==> src/sv/utcc_pkg.sv <==
// shared types, constants and calendar functions of the timestamp/calendar converter
package utcc_pkg;

  localparam logic [31:0] EPOCH_2000   = 32'd946684800;
  localparam logic [31:0] EPOCH_2100   = 32'd4102444800;
  localparam logic [31:0] SECS_PER_DAY = 32'd86400;
  // epoch offset minus one day, the day count is carried plus one
  localparam logic [31:0] TS_BIAS      = 32'd946598400;

  // scaled reciprocals, quotient = (x * rcp) >> sh, exact over each dividend range
  // day: seconds >> 7 divided by 675
  localparam logic [25:0] RCP_DAY  = 26'd50903317;
  localparam int unsigned SH_DAY   = 35;
  localparam logic [17:0] RCP_HOUR = 18'd149131;
  localparam int unsigned SH_HOUR  = 29;
  localparam logic [12:0] RCP_MIN  = 13'd4370;
  localparam int unsigned SH_MIN   = 18;
  localparam logic [16:0] RCP_CYC  = 17'd91868;
  localparam int unsigned SH_CYC   = 27;

  typedef enum logic [3:0] {
    ST_IDLE,
    ST_START,
    ST_DIV_DAY,
    ST_CAP_DAY,
    ST_DIV_HOUR,
    ST_CAP_HOUR,
    ST_DIV_MIN,
    ST_CAP_MIN,
    ST_DIV_CYC,
    ST_CAP_CYC,
    ST_YEAR,
    ST_MONTH,
    ST_CAL_A,
    ST_CAL_B,
    ST_FIN
  } state_e;

  typedef enum logic [3:0] {
    OP_NONE,
    OP_LOAD,
    OP_QUOT,
    OP_RMDR,
    OP_DAYS,
    OP_HOUR,
    OP_MIN,
    OP_YEAR,
    OP_MONTH,
    OP_CAL_A,
    OP_CAL_B,
    OP_OUT
  } dp_op_e;

  typedef enum logic [1:0] {
    DV_DAY,
    DV_HOUR,
    DV_MIN,
    DV_CYCLE
  } div_e;

  typedef struct packed {
    dp_op_e      op;
    div_e        div;
  } ctl_t;

  typedef struct packed {
    logic cmd;
    logic oor;
  } status_t;

  function automatic logic [16:0] divisor(input div_e d);
    logic [16:0] r;
    case (d)
      DV_DAY:   r = 17'd86400;
      DV_HOUR:  r = 17'd3600;
      DV_MIN:   r = 17'd60;
      DV_CYCLE: r = 17'd1461;
      default:  r = 17'd86400;
    endcase
    return r;
  endfunction

  // days before the first of month m, months past december count the whole year
  function automatic logic [8:0] month_start(input logic [3:0] m, input logic leap);
    logic [8:0] base;
    case (m)
      4'd0, 4'd1: base = 9'd0;
      4'd2:       base = 9'd31;
      4'd3:       base = 9'd59;
      4'd4:       base = 9'd90;
      4'd5:       base = 9'd120;
      4'd6:       base = 9'd151;
      4'd7:       base = 9'd181;
      4'd8:       base = 9'd212;
      4'd9:       base = 9'd243;
      4'd10:      base = 9'd273;
      4'd11:      base = 9'd304;
      4'd12:      base = 9'd334;
      default:    base = 9'd365;
    endcase
    return base + {8'd0, (leap && (m > 4'd2))};
  endfunction

  // 8 is 1 mod 7, so octal digits fold
  function automatic logic [2:0] mod7(input logic [15:0] x);
    logic [5:0] s;
    logic [3:0] f;
    s = {3'd0, x[2:0]} + {3'd0, x[5:3]} + {3'd0, x[8:6]} + {3'd0, x[11:9]}
      + {3'd0, x[14:12]} + {5'd0, x[15]};
    f = {1'b0, s[2:0]} + {1'b0, s[5:3]};
    if (f >= 4'd7) begin
      f = f - 4'd7;
    end
    return f[2:0];
  endfunction

endpackage

==> src/sv/utcc_ctrl.sv <==
// sequencer of the converter: handshakes, divide passes and datapath commands
module utcc_ctrl (
  input  logic               clk_i,
  input  logic               rst_ni,
  input  logic               in_valid_i,
  input  logic               out_stall_i,
  input  utcc_pkg::status_t  st_i,
  output logic               in_stall_o,
  output logic               out_valid_o,
  output utcc_pkg::ctl_t     ctl_o
);

  utcc_pkg::state_e state_q, state_d;
  logic             out_valid_q, out_valid_d;

  always_ff @(posedge clk_i or negedge rst_ni) begin
    if (!rst_ni) begin
      state_q     <= utcc_pkg::ST_IDLE;
      out_valid_q <= 1'b0;
    end else begin
      state_q     <= state_d;
      out_valid_q <= out_valid_d;
    end
  end

  always_comb begin
    state_d   = state_q;
    ctl_o     = '{op: utcc_pkg::OP_NONE, div: utcc_pkg::DV_DAY};
    case (state_q)
      utcc_pkg::ST_IDLE: begin
        if (in_valid_i) begin
          ctl_o.op = utcc_pkg::OP_LOAD;
          state_d  = utcc_pkg::ST_START;
        end
      end
      utcc_pkg::ST_START: begin
        if (st_i.cmd) begin
          state_d = utcc_pkg::ST_CAL_A;
        end else if (st_i.oor) begin
          state_d = utcc_pkg::ST_FIN;
        end else begin
          state_d = utcc_pkg::ST_DIV_DAY;
        end
      end
      utcc_pkg::ST_DIV_DAY: begin
        ctl_o.op  = utcc_pkg::OP_QUOT;
        ctl_o.div = utcc_pkg::DV_DAY;
        state_d   = utcc_pkg::ST_CAP_DAY;
      end
      utcc_pkg::ST_CAP_DAY: begin
        ctl_o.op  = utcc_pkg::OP_DAYS;
        ctl_o.div = utcc_pkg::DV_DAY;
        state_d   = utcc_pkg::ST_DIV_HOUR;
      end
      utcc_pkg::ST_DIV_HOUR: begin
        ctl_o.op  = utcc_pkg::OP_QUOT;
        ctl_o.div = utcc_pkg::DV_HOUR;
        state_d   = utcc_pkg::ST_CAP_HOUR;
      end
      utcc_pkg::ST_CAP_HOUR: begin
        ctl_o.op  = utcc_pkg::OP_HOUR;
        ctl_o.div = utcc_pkg::DV_HOUR;
        state_d   = utcc_pkg::ST_DIV_MIN;
      end
      utcc_pkg::ST_DIV_MIN: begin
        ctl_o.op  = utcc_pkg::OP_QUOT;
        ctl_o.div = utcc_pkg::DV_MIN;
        state_d   = utcc_pkg::ST_CAP_MIN;
      end
      utcc_pkg::ST_CAP_MIN: begin
        ctl_o.op  = utcc_pkg::OP_MIN;
        ctl_o.div = utcc_pkg::DV_MIN;
        state_d   = utcc_pkg::ST_DIV_CYC;
      end
      utcc_pkg::ST_DIV_CYC: begin
        ctl_o.op  = utcc_pkg::OP_QUOT;
        ctl_o.div = utcc_pkg::DV_CYCLE;
        state_d   = utcc_pkg::ST_CAP_CYC;
      end
      utcc_pkg::ST_CAP_CYC: begin
        ctl_o.op  = utcc_pkg::OP_RMDR;
        ctl_o.div = utcc_pkg::DV_CYCLE;
        state_d   = utcc_pkg::ST_YEAR;
      end
      utcc_pkg::ST_YEAR: begin
        ctl_o.op = utcc_pkg::OP_YEAR;
        state_d  = utcc_pkg::ST_MONTH;
      end
      utcc_pkg::ST_MONTH: begin
        ctl_o.op = utcc_pkg::OP_MONTH;
        state_d  = utcc_pkg::ST_FIN;
      end
      utcc_pkg::ST_CAL_A: begin
        ctl_o.op = utcc_pkg::OP_CAL_A;
        state_d  = utcc_pkg::ST_CAL_B;
      end
      utcc_pkg::ST_CAL_B: begin
        ctl_o.op = utcc_pkg::OP_CAL_B;
        state_d  = utcc_pkg::ST_FIN;
      end
      utcc_pkg::ST_FIN: begin
        // wait until the result register is free or being emptied
        if (!out_valid_q || !out_stall_i) begin
          ctl_o.op = utcc_pkg::OP_OUT;
          state_d  = utcc_pkg::ST_IDLE;
        end
      end
      default: begin
        state_d = utcc_pkg::ST_IDLE;
      end
    endcase
  end

  always_comb begin
    out_valid_d = out_valid_q;
    if (ctl_o.op == utcc_pkg::OP_OUT) begin
      out_valid_d = 1'b1;
    end else if (out_valid_q && !out_stall_i) begin
      out_valid_d = 1'b0;
    end
  end

  assign in_stall_o  = (state_q != utcc_pkg::ST_IDLE);
  assign out_valid_o = out_valid_q;

endmodule

==> src/sv/utcc_dpath.sv <==
// datapath of the converter: request registers, constant dividers, calendar logic, result register
module utcc_dpath (
  input  logic               clk_i,
  input  utcc_pkg::ctl_t     ctl_i,
  output utcc_pkg::status_t  st_o,
  input  logic               command_i,
  input  logic [31:0]        unix_seconds_in_i,
  input  logic [6:0]         year_offset_in_i,
  input  logic [3:0]         month_in_i,
  input  logic [4:0]         day_in_i,
  input  logic [4:0]         hour_in_i,
  input  logic [5:0]         minute_in_i,
  input  logic [5:0]         second_in_i,
  output logic [31:0]        unix_seconds_out_o,
  output logic [6:0]         year_offset_out_o,
  output logic [3:0]         month_out_o,
  output logic [4:0]         day_out_o,
  output logic [4:0]         hour_out_o,
  output logic [5:0]         minute_out_o,
  output logic [5:0]         second_out_o,
  output logic [2:0]         weekday_o,
  output logic               out_of_range_o
);

  // request
  logic        cmd_q;
  logic [31:0] secs_q;
  logic [6:0]  yr_q;
  logic [3:0]  mo_q;
  logic [4:0]  dy_q;
  logic [4:0]  hr_q;
  logic [5:0]  mi_q;
  logic [5:0]  se_q;

  // divider and work registers
  logic [31:0] rem_q, rem_d;
  logic [15:0] quo_q, quo_d;
  logic [50:0] prod;
  logic [15:0] days_q;
  logic [4:0]  hour_q;
  logic [5:0]  minute_q;
  logic [5:0]  second_q;
  logic [6:0]  year_q;
  logic [8:0]  doy_q;
  logic        leap_q;
  logic [3:0]  month_q;
  logic [4:0]  day_q;
  logic [2:0]  wday_q;
  logic [15:0] dp_q;
  logic [31:0] pd_q;
  logic [16:0] hms_q;

  logic        oor;
  logic [10:0] cyc_rem;
  logic [1:0]  yy;
  logic [10:0] yy_start;
  logic [3:0]  mon;
  logic [8:0]  mon_start;
  logic [15:0] dp_d;

  // quotient by a constant from a reciprocal multiply, remainder in the following cycle
  always_comb begin
    case (ctl_i.div)
      utcc_pkg::DV_DAY: begin
        // 86400 is 675 times 128, the power of two comes off first
        prod  = 51'(rem_q[31:7]) * 51'(utcc_pkg::RCP_DAY);
        quo_d = 16'(prod >> utcc_pkg::SH_DAY);
      end
      utcc_pkg::DV_HOUR: begin
        prod  = 51'(rem_q[16:0]) * 51'(utcc_pkg::RCP_HOUR);
        quo_d = 16'(prod >> utcc_pkg::SH_HOUR);
      end
      utcc_pkg::DV_MIN: begin
        prod  = 51'(rem_q[11:0]) * 51'(utcc_pkg::RCP_MIN);
        quo_d = 16'(prod >> utcc_pkg::SH_MIN);
      end
      utcc_pkg::DV_CYCLE: begin
        prod  = 51'(rem_q[15:0]) * 51'(utcc_pkg::RCP_CYC);
        quo_d = 16'(prod >> utcc_pkg::SH_CYC);
      end
      default: begin
        prod  = '0;
        quo_d = '0;
      end
    endcase
    rem_d = rem_q - {16'd0, quo_q} * {15'd0, utcc_pkg::divisor(ctl_i.div)};
  end

  // year within the four-year cycle, the first one is the leap year
  always_comb begin
    cyc_rem = rem_q[10:0];
    if (cyc_rem < 11'd366) begin
      yy       = 2'd0;
      yy_start = 11'd0;
    end else if (cyc_rem < 11'd731) begin
      yy       = 2'd1;
      yy_start = 11'd366;
    end else if (cyc_rem < 11'd1096) begin
      yy       = 2'd2;
      yy_start = 11'd731;
    end else begin
      yy       = 2'd3;
      yy_start = 11'd1096;
    end
  end

  // month by parallel compares against the month boundaries
  always_comb begin
    mon = 4'd1;
    for (int k = 2; k <= 12; k++) begin
      if (doy_q >= utcc_pkg::month_start(4'(k), leap_q)) begin
        mon = mon + 4'd1;
      end
    end
    mon_start = utcc_pkg::month_start(mon, leap_q);
  end

  // day count plus one for a calendar request
  assign dp_d = {11'd0, dy_q}
              + {7'd0, utcc_pkg::month_start(mo_q, (yr_q[1:0] == 2'b00))}
              + 16'({9'd0, yr_q} * 16'd365)
              + {10'd0, 6'(({1'b0, yr_q} + 8'd3) >> 2)};

  assign oor = (secs_q < utcc_pkg::EPOCH_2000) || (secs_q >= utcc_pkg::EPOCH_2100);

  always_ff @(posedge clk_i) begin
    case (ctl_i.op)
      utcc_pkg::OP_LOAD: begin
        cmd_q  <= command_i;
        secs_q <= unix_seconds_in_i;
        yr_q   <= year_offset_in_i;
        mo_q   <= month_in_i;
        dy_q   <= day_in_i;
        hr_q   <= hour_in_i;
        mi_q   <= minute_in_i;
        se_q   <= second_in_i;
        rem_q  <= unix_seconds_in_i - utcc_pkg::EPOCH_2000;
        quo_q  <= '0;
      end
      utcc_pkg::OP_QUOT: begin
        quo_q <= quo_d;
      end
      utcc_pkg::OP_RMDR: begin
        rem_q <= rem_d;
      end
      utcc_pkg::OP_DAYS: begin
        days_q <= quo_q;
        wday_q <= utcc_pkg::mod7(quo_q + 16'd6);
        rem_q  <= rem_d;
      end
      utcc_pkg::OP_HOUR: begin
        hour_q <= quo_q[4:0];
        rem_q  <= rem_d;
      end
      utcc_pkg::OP_MIN: begin
        minute_q <= quo_q[5:0];
        second_q <= rem_d[5:0];
        rem_q    <= {16'd0, days_q};
      end
      utcc_pkg::OP_YEAR: begin
        year_q <= {quo_q[4:0], 2'b00} + {5'd0, yy};
        doy_q  <= 9'(cyc_rem - yy_start);
        leap_q <= (yy == 2'd0);
      end
      utcc_pkg::OP_MONTH: begin
        month_q <= mon;
        day_q   <= 5'(doy_q - mon_start + 9'd1);
      end
      utcc_pkg::OP_CAL_A: begin
        dp_q <= dp_d;
      end
      utcc_pkg::OP_CAL_B: begin
        pd_q   <= 32'({16'd0, dp_q} * utcc_pkg::SECS_PER_DAY);
        hms_q  <= 17'({12'd0, hr_q} * 17'd3600) + 17'({11'd0, mi_q} * 17'd60)
                + {11'd0, se_q};
        wday_q <= utcc_pkg::mod7(dp_q + 16'd5);
      end
      utcc_pkg::OP_OUT: begin
        if (cmd_q) begin
          unix_seconds_out_o <= pd_q + {15'd0, hms_q} + utcc_pkg::TS_BIAS;
          year_offset_out_o  <= yr_q;
          month_out_o        <= mo_q;
          day_out_o          <= dy_q;
          hour_out_o         <= hr_q;
          minute_out_o       <= mi_q;
          second_out_o       <= se_q;
          weekday_o          <= wday_q;
          out_of_range_o     <= 1'b0;
        end else if (oor) begin
          unix_seconds_out_o <= secs_q;
          year_offset_out_o  <= '0;
          month_out_o        <= '0;
          day_out_o          <= '0;
          hour_out_o         <= '0;
          minute_out_o       <= '0;
          second_out_o       <= '0;
          weekday_o          <= '0;
          out_of_range_o     <= 1'b1;
        end else begin
          unix_seconds_out_o <= secs_q;
          year_offset_out_o  <= year_q;
          month_out_o        <= month_q;
          day_out_o          <= day_q;
          hour_out_o         <= hour_q;
          minute_out_o       <= minute_q;
          second_out_o       <= second_q;
          weekday_o          <= wday_q;
          out_of_range_o     <= 1'b0;
        end
      end
      default: begin
      end
    endcase
  end

  assign st_o.cmd = cmd_q;
  assign st_o.oor = oor;

endmodule

==> src/sv/unix_time_calendar_converter_unit.sv <==
// timestamp to calendar: day, hour, minute and four-year cycle divides, then the year and month
// steps, then the result register; out of range goes from the range check straight to the result
// calendar to timestamp: the CAL_A and CAL_B steps, then the result register. the next transfer
// in can be taken once the result is registered; each divide is a reciprocal multiply and a remainder step
// a held result does not block the next transfer in; the block waits only when a new
// result is ready and the old one is still stalled. async reset clears control only
module unix_time_calendar_converter_unit (
  input  logic        clk_i,
  input  logic        rst_ni,
  input  logic        in_valid_i,
  output logic        in_stall_o,
  input  logic        command_i,
  input  logic [31:0] unix_seconds_in_i,
  input  logic [6:0]  year_offset_in_i,
  input  logic [3:0]  month_in_i,
  input  logic [4:0]  day_in_i,
  input  logic [4:0]  hour_in_i,
  input  logic [5:0]  minute_in_i,
  input  logic [5:0]  second_in_i,
  output logic        out_valid_o,
  input  logic        out_stall_i,
  output logic [31:0] unix_seconds_out_o,
  output logic [6:0]  year_offset_out_o,
  output logic [3:0]  month_out_o,
  output logic [4:0]  day_out_o,
  output logic [4:0]  hour_out_o,
  output logic [5:0]  minute_out_o,
  output logic [5:0]  second_out_o,
  output logic [2:0]  weekday_o,
  output logic        out_of_range_o
);

  utcc_pkg::ctl_t    ctl;
  utcc_pkg::status_t st;

  utcc_ctrl u_ctrl (
    .clk_i       (clk_i),
    .rst_ni      (rst_ni),
    .in_valid_i  (in_valid_i),
    .out_stall_i (out_stall_i),
    .st_i        (st),
    .in_stall_o  (in_stall_o),
    .out_valid_o (out_valid_o),
    .ctl_o       (ctl)
  );

  utcc_dpath u_dpath (
    .clk_i              (clk_i),
    .ctl_i              (ctl),
    .st_o               (st),
    .command_i          (command_i),
    .unix_seconds_in_i  (unix_seconds_in_i),
    .year_offset_in_i   (year_offset_in_i),
    .month_in_i         (month_in_i),
    .day_in_i           (day_in_i),
    .hour_in_i          (hour_in_i),
    .minute_in_i        (minute_in_i),
    .second_in_i        (second_in_i),
    .unix_seconds_out_o (unix_seconds_out_o),
    .year_offset_out_o  (year_offset_out_o),
    .month_out_o        (month_out_o),
    .day_out_o          (day_out_o),
    .hour_out_o         (hour_out_o),
    .minute_out_o       (minute_out_o),
    .second_out_o       (second_out_o),
    .weekday_o          (weekday_o),
    .out_of_range_o     (out_of_range_o)
  );

  // a transfer in always starts work, so the input side is busy next cycle
  a_busy_after_load : assert property (@(posedge clk_i) disable iff (!rst_ni)
    (in_valid_i && !in_stall_o) |=> in_stall_o)
    else $error("input not stalled after transfer in");

  a_oor_zero : assert property (@(posedge clk_i) disable iff (!rst_ni)
    (out_valid_o && out_of_range_o) |->
      (month_out_o == '0 && day_out_o == '0 && weekday_o == '0 && year_offset_out_o == '0))
    else $error("out of range result with nonzero date fields");

  a_weekday_range : assert property (@(posedge clk_i) disable iff (!rst_ni)
    out_valid_o |-> (weekday_o != 3'd7))
    else $error("weekday out of range");

endmodule
==> config.mk <==
export PLATFORM = sky130hd
export DESIGN_NAME = unix_time_calendar_converter_unit
export DESIGN_NICKNAME = d
export VERILOG_FILES = /design/src/sv/utcc_pkg.sv /design/src/sv/utcc_ctrl.sv /design/src/sv/utcc_dpath.sv /design/src/sv/unix_time_calendar_converter_unit.sv
export SDC_FILE = /design/constraint.sdc
export NUM_CORES = 2
export LEC_CHECK = 0
export BUFFER_PORTS_ARGS = -buffer_cell sky130_fd_sc_hd__buf_2
export CAP_MARGIN = 30
export CORE_MARGIN = 5
export CORE_UTILIZATION = 50
export CTS_BUF_LIST = sky130_fd_sc_hd__clkbuf_8
export DETAILED_ROUTE_END_ITERATION = 12
export HOLD_SLACK_MARGIN = 0.12
export PLACE_DENSITY = 0.66
export RECOVER_POWER = 25
export REMOVE_ABC_BUFFERS = 1
export SYNTH_ARGS = -nofsm -noshare
export SYNTH_HDL_FRONTEND = slang
export SYNTH_SLANG_ARGS = --single-unit
==> constraint.sdc <==
create_clock -name clk_i -period 9 [get_ports clk_i]
set_input_delay 0.45 -clock clk_i [delete_from_list [all_inputs] [get_ports clk_i]]
set_output_delay 0.45 -clock clk_i [all_outputs]
set_load 0.1 [all_outputs]
==> results.yml <==
synthesis:
  syn_area_mm2: 0.04903
  async_flop_share_pct: 1.577
  synth_top_area_share_pct: 25.90
  synth-seq-cells: 317
  synth_ff_type: "edfxtp_1"
  synth_seq_area_share_pct: 19.18
  netlist_instances: 4711
  synth_area_per_cell_um2: 10.41
  synthTopCellsByArea: "ha_1 (26%), fa_1 (26%), edfxtp_1 (19%)"
  ys_types: 86
  yosys_warnings: 0
  synth_edf_count: 303
  synth_top_area_cell: "ha_1"
clock_network:
  clkTransAtPathRegs_ps: 70
  numCtsBuffers: 51
  cts-root-buf: "clkbuf_8"
  clkSinkCount: 317
  cts_buffer_depth: 3
  cts_tree: "built"
  htree_levels: 2
  clk_latency_ps: 660
run:
  max_cap_violations: 1
final_layout:
  final_area_mm2: 0.05327
  drive_above_1_share_pct: 5.389
  seqCellArea_mm2: 0.009404
  multi_input_area_mm2: 0.03535
  fillCellCount: 8583
  final_net_count: 6683
  syn_to_final_growth_pct: 8.656
critical_path:
  worstPathRequired_ps: 9410
  crit_path_end_kind: "register"
  worst-setup-path-type: "reg -> reg"
  start_kind: "register"
  worst_path_max_delay_cell: "fa_2"
  cp_num_buf_inv: 4
  crit_fanout: 6
  max_stage_delay_ps: 680
  r2r_slack_ps: 600
  cp_top_family: "adder cells"
  crit_top_cell: "ha_1"
  cp_data_arrival_time_ps: 8810
global_routing:
  grt_max_degree: 72
  grt_pass1_wl_um: 192900
  first_global_vias: 35600
  grt_remaining_overflow: 0
  antenna_found_initial: 3
  grtUsageTotal_pct: 23.62
sta:
  finClkSkew_ps: 15.83
  rsz0062_at_grt: "no"
  slew_viol_final: 72
  fin_crit_ps: 8399
  worst_slew_pin_slew_ps: 3082
  max_freq_mhz: 119.1
  fin_ws_ps: 600.8
  period_share_pct: 93.32
  final.setup.tns_ps: 0
  finalSetupViolCount: 0
  finalHoldViolCount: 0
  slew-limit-headroom_pct: -105.5
die:
  die_area_mm2: 0.1044
  die_width_um: 323.1
  core-area_mm2: 0.09699
  fp-row-count: 114
  die_y_um: 323.1
  pin_count: 141
  start_util_pct: 50.55
hold_path:
  hold_class: "in -> async"
drt:
  drt-vias-per-instance: 5.332
  drt_pass1_iterations: 5
  route.detailed.drc: 0
  ant_nets: 0
  wire_per_inst_um: 19.26
  drt_iter0_drc: 1992
  routed_wirelength_um: 121100
  vias: 33530
place:
  io_buffers: 140
  hpwl_um: 101300
  place.gp.congestion: 0.9130
  place_area_mm2: 0.05154
  dp_slack_ps: 489.9
status:
  violations: "capacitance limit, slew limit"
  status: "finished with violations"
==> registers in the layout (all words and copies together) (netlist names), 9 cells and up, named ones only <==
name                        count
u_dpath.quo_q                  16
u_dpath.unix_seconds_out_o     32
u_dpath.pd_q                   25
u_dpath.days_q                 16
u_dpath.hms_q                  17
u_dpath.doy_q                   9
u_dpath.secs_q                 32
u_dpath.rem_q                  32
u_dpath.dp_q                   16
==> cells by family after synthesis <==
group                      Yosys count  share of synthesized area (%)
DFF                                317                          19.18
and+or+nand+nor                    673                          6.469
xor gates and xnor gates           260                          4.757
AOI/OAI and AO/OA                  631                          8.278
adders and majority gates         1644                          51.58
muxes                               42                         0.9340
buffers and inverters             1144                          8.799
==> layout make-up <==
class / count / share of cell area [%]
clock inverters: 42 / 0.7938
diodes: 2 / 0.009394
inverters: 1081 / 7.616
multi-input cells: 3250 / 66.36
flip-flops and latches: 317 / 17.65
clock buffers: 52 / 1.343
repair buffers: 268 / 3.227
well taps: 1276 / 2.997
==> through the flow <==
stage / std cells / hold WS, ps / util (%)
2_1_floorplan: 4648 / 154.4 / -
3_3_place_gp: 6120 / 269.0 / 53.11
3_5_place_dp: 6122 / 273.9 / 53.14
4_1_cts: 6284 / 220.1 / 55.02
5_1_grt: 6288 / 271.2 / 54.93
6_report: 6288 / 282.6 / 54.93
==> worst paths after layout <==
path,cells after the start,startpoint,endpoint
min in group clk_i,3,in_valid_i,u_ctrl.state_q[0]
max in group asynchronous,2,rst_ni,u_ctrl.state_q[2]
max reg2reg,40,u_dpath.leap_q,u_dpath.day_q[4]
min,2,rst_ni,u_ctrl.out_valid_o
max,40,u_dpath.leap_q,u_dpath.day_q[4]
min reg2reg,0,u_dpath.se_q[1],u_dpath.hms_q[1]
==> cells in the final DEF, fill, tap and decap left out, types with 14 or more instances in the layout <==
master / count
buf_4: 54
o21ai_0: 136
mux2_2: 30
a22oi_1: 14
xor2_1: 88
nand3_1: 44
ha_1: 1015
fa_1: 628
clkbuf_1: 90
nor2b_1: 25
nand2_1: 261
o21a_1: 22
a21o_1: 90
and3_1: 37
a31oi_1: 20
nand2b_1: 23
clkbuf_8: 52
o22ai_1: 16
edfxtp_1: 303
inv_1: 1084
buf_2: 55
nor2_1: 138
dlygate4sd3_1: 68
o21bai_1: 34
nand4_1: 22
or2_2: 16
xnor2_1: 166
nor3_1: 35
a21oi_1: 175
and2_1: 21
==> per-layer routing <==
layer,part of all wire [%],global-route usage [%],wire length [um]
met2,50,42.04,60400
met5,0,0,0
met3,4.8,2.277,5819
met4,2.2,5.278,2709
met1,43,31.49,52210
==> synth_stat cells, drive strengths merged, types with 14 or more instances <==
master  number
a21o        90
a21oi      177
a22oi       14
a31oi       21
and2        22
and3        37
clkbuf      59
edfxtp     303
fa         629
ha        1015
inv       1081
mux2        30
nand2      261
nand2b      23
nand3       44
nand4       22
nor2       140
nor2b       25
nor3        36
o21a        22
o21ai      141
o21bai      34
o22ai       16
or2         18
xnor2      169
xor2        89
==> timing repair <==
item / CTS / global route
hold buffers: 68 / 0
hold endpoints to repair: 72 / 0
setup endpoints to repair: 0 / 3
gates resized for setup: 0 / 4
setup buffers: 0 / 2
Power is left out: the tool's default activity adds up to more than one toggle a clock period on the data nets, which glitch-free logic cannot reach.
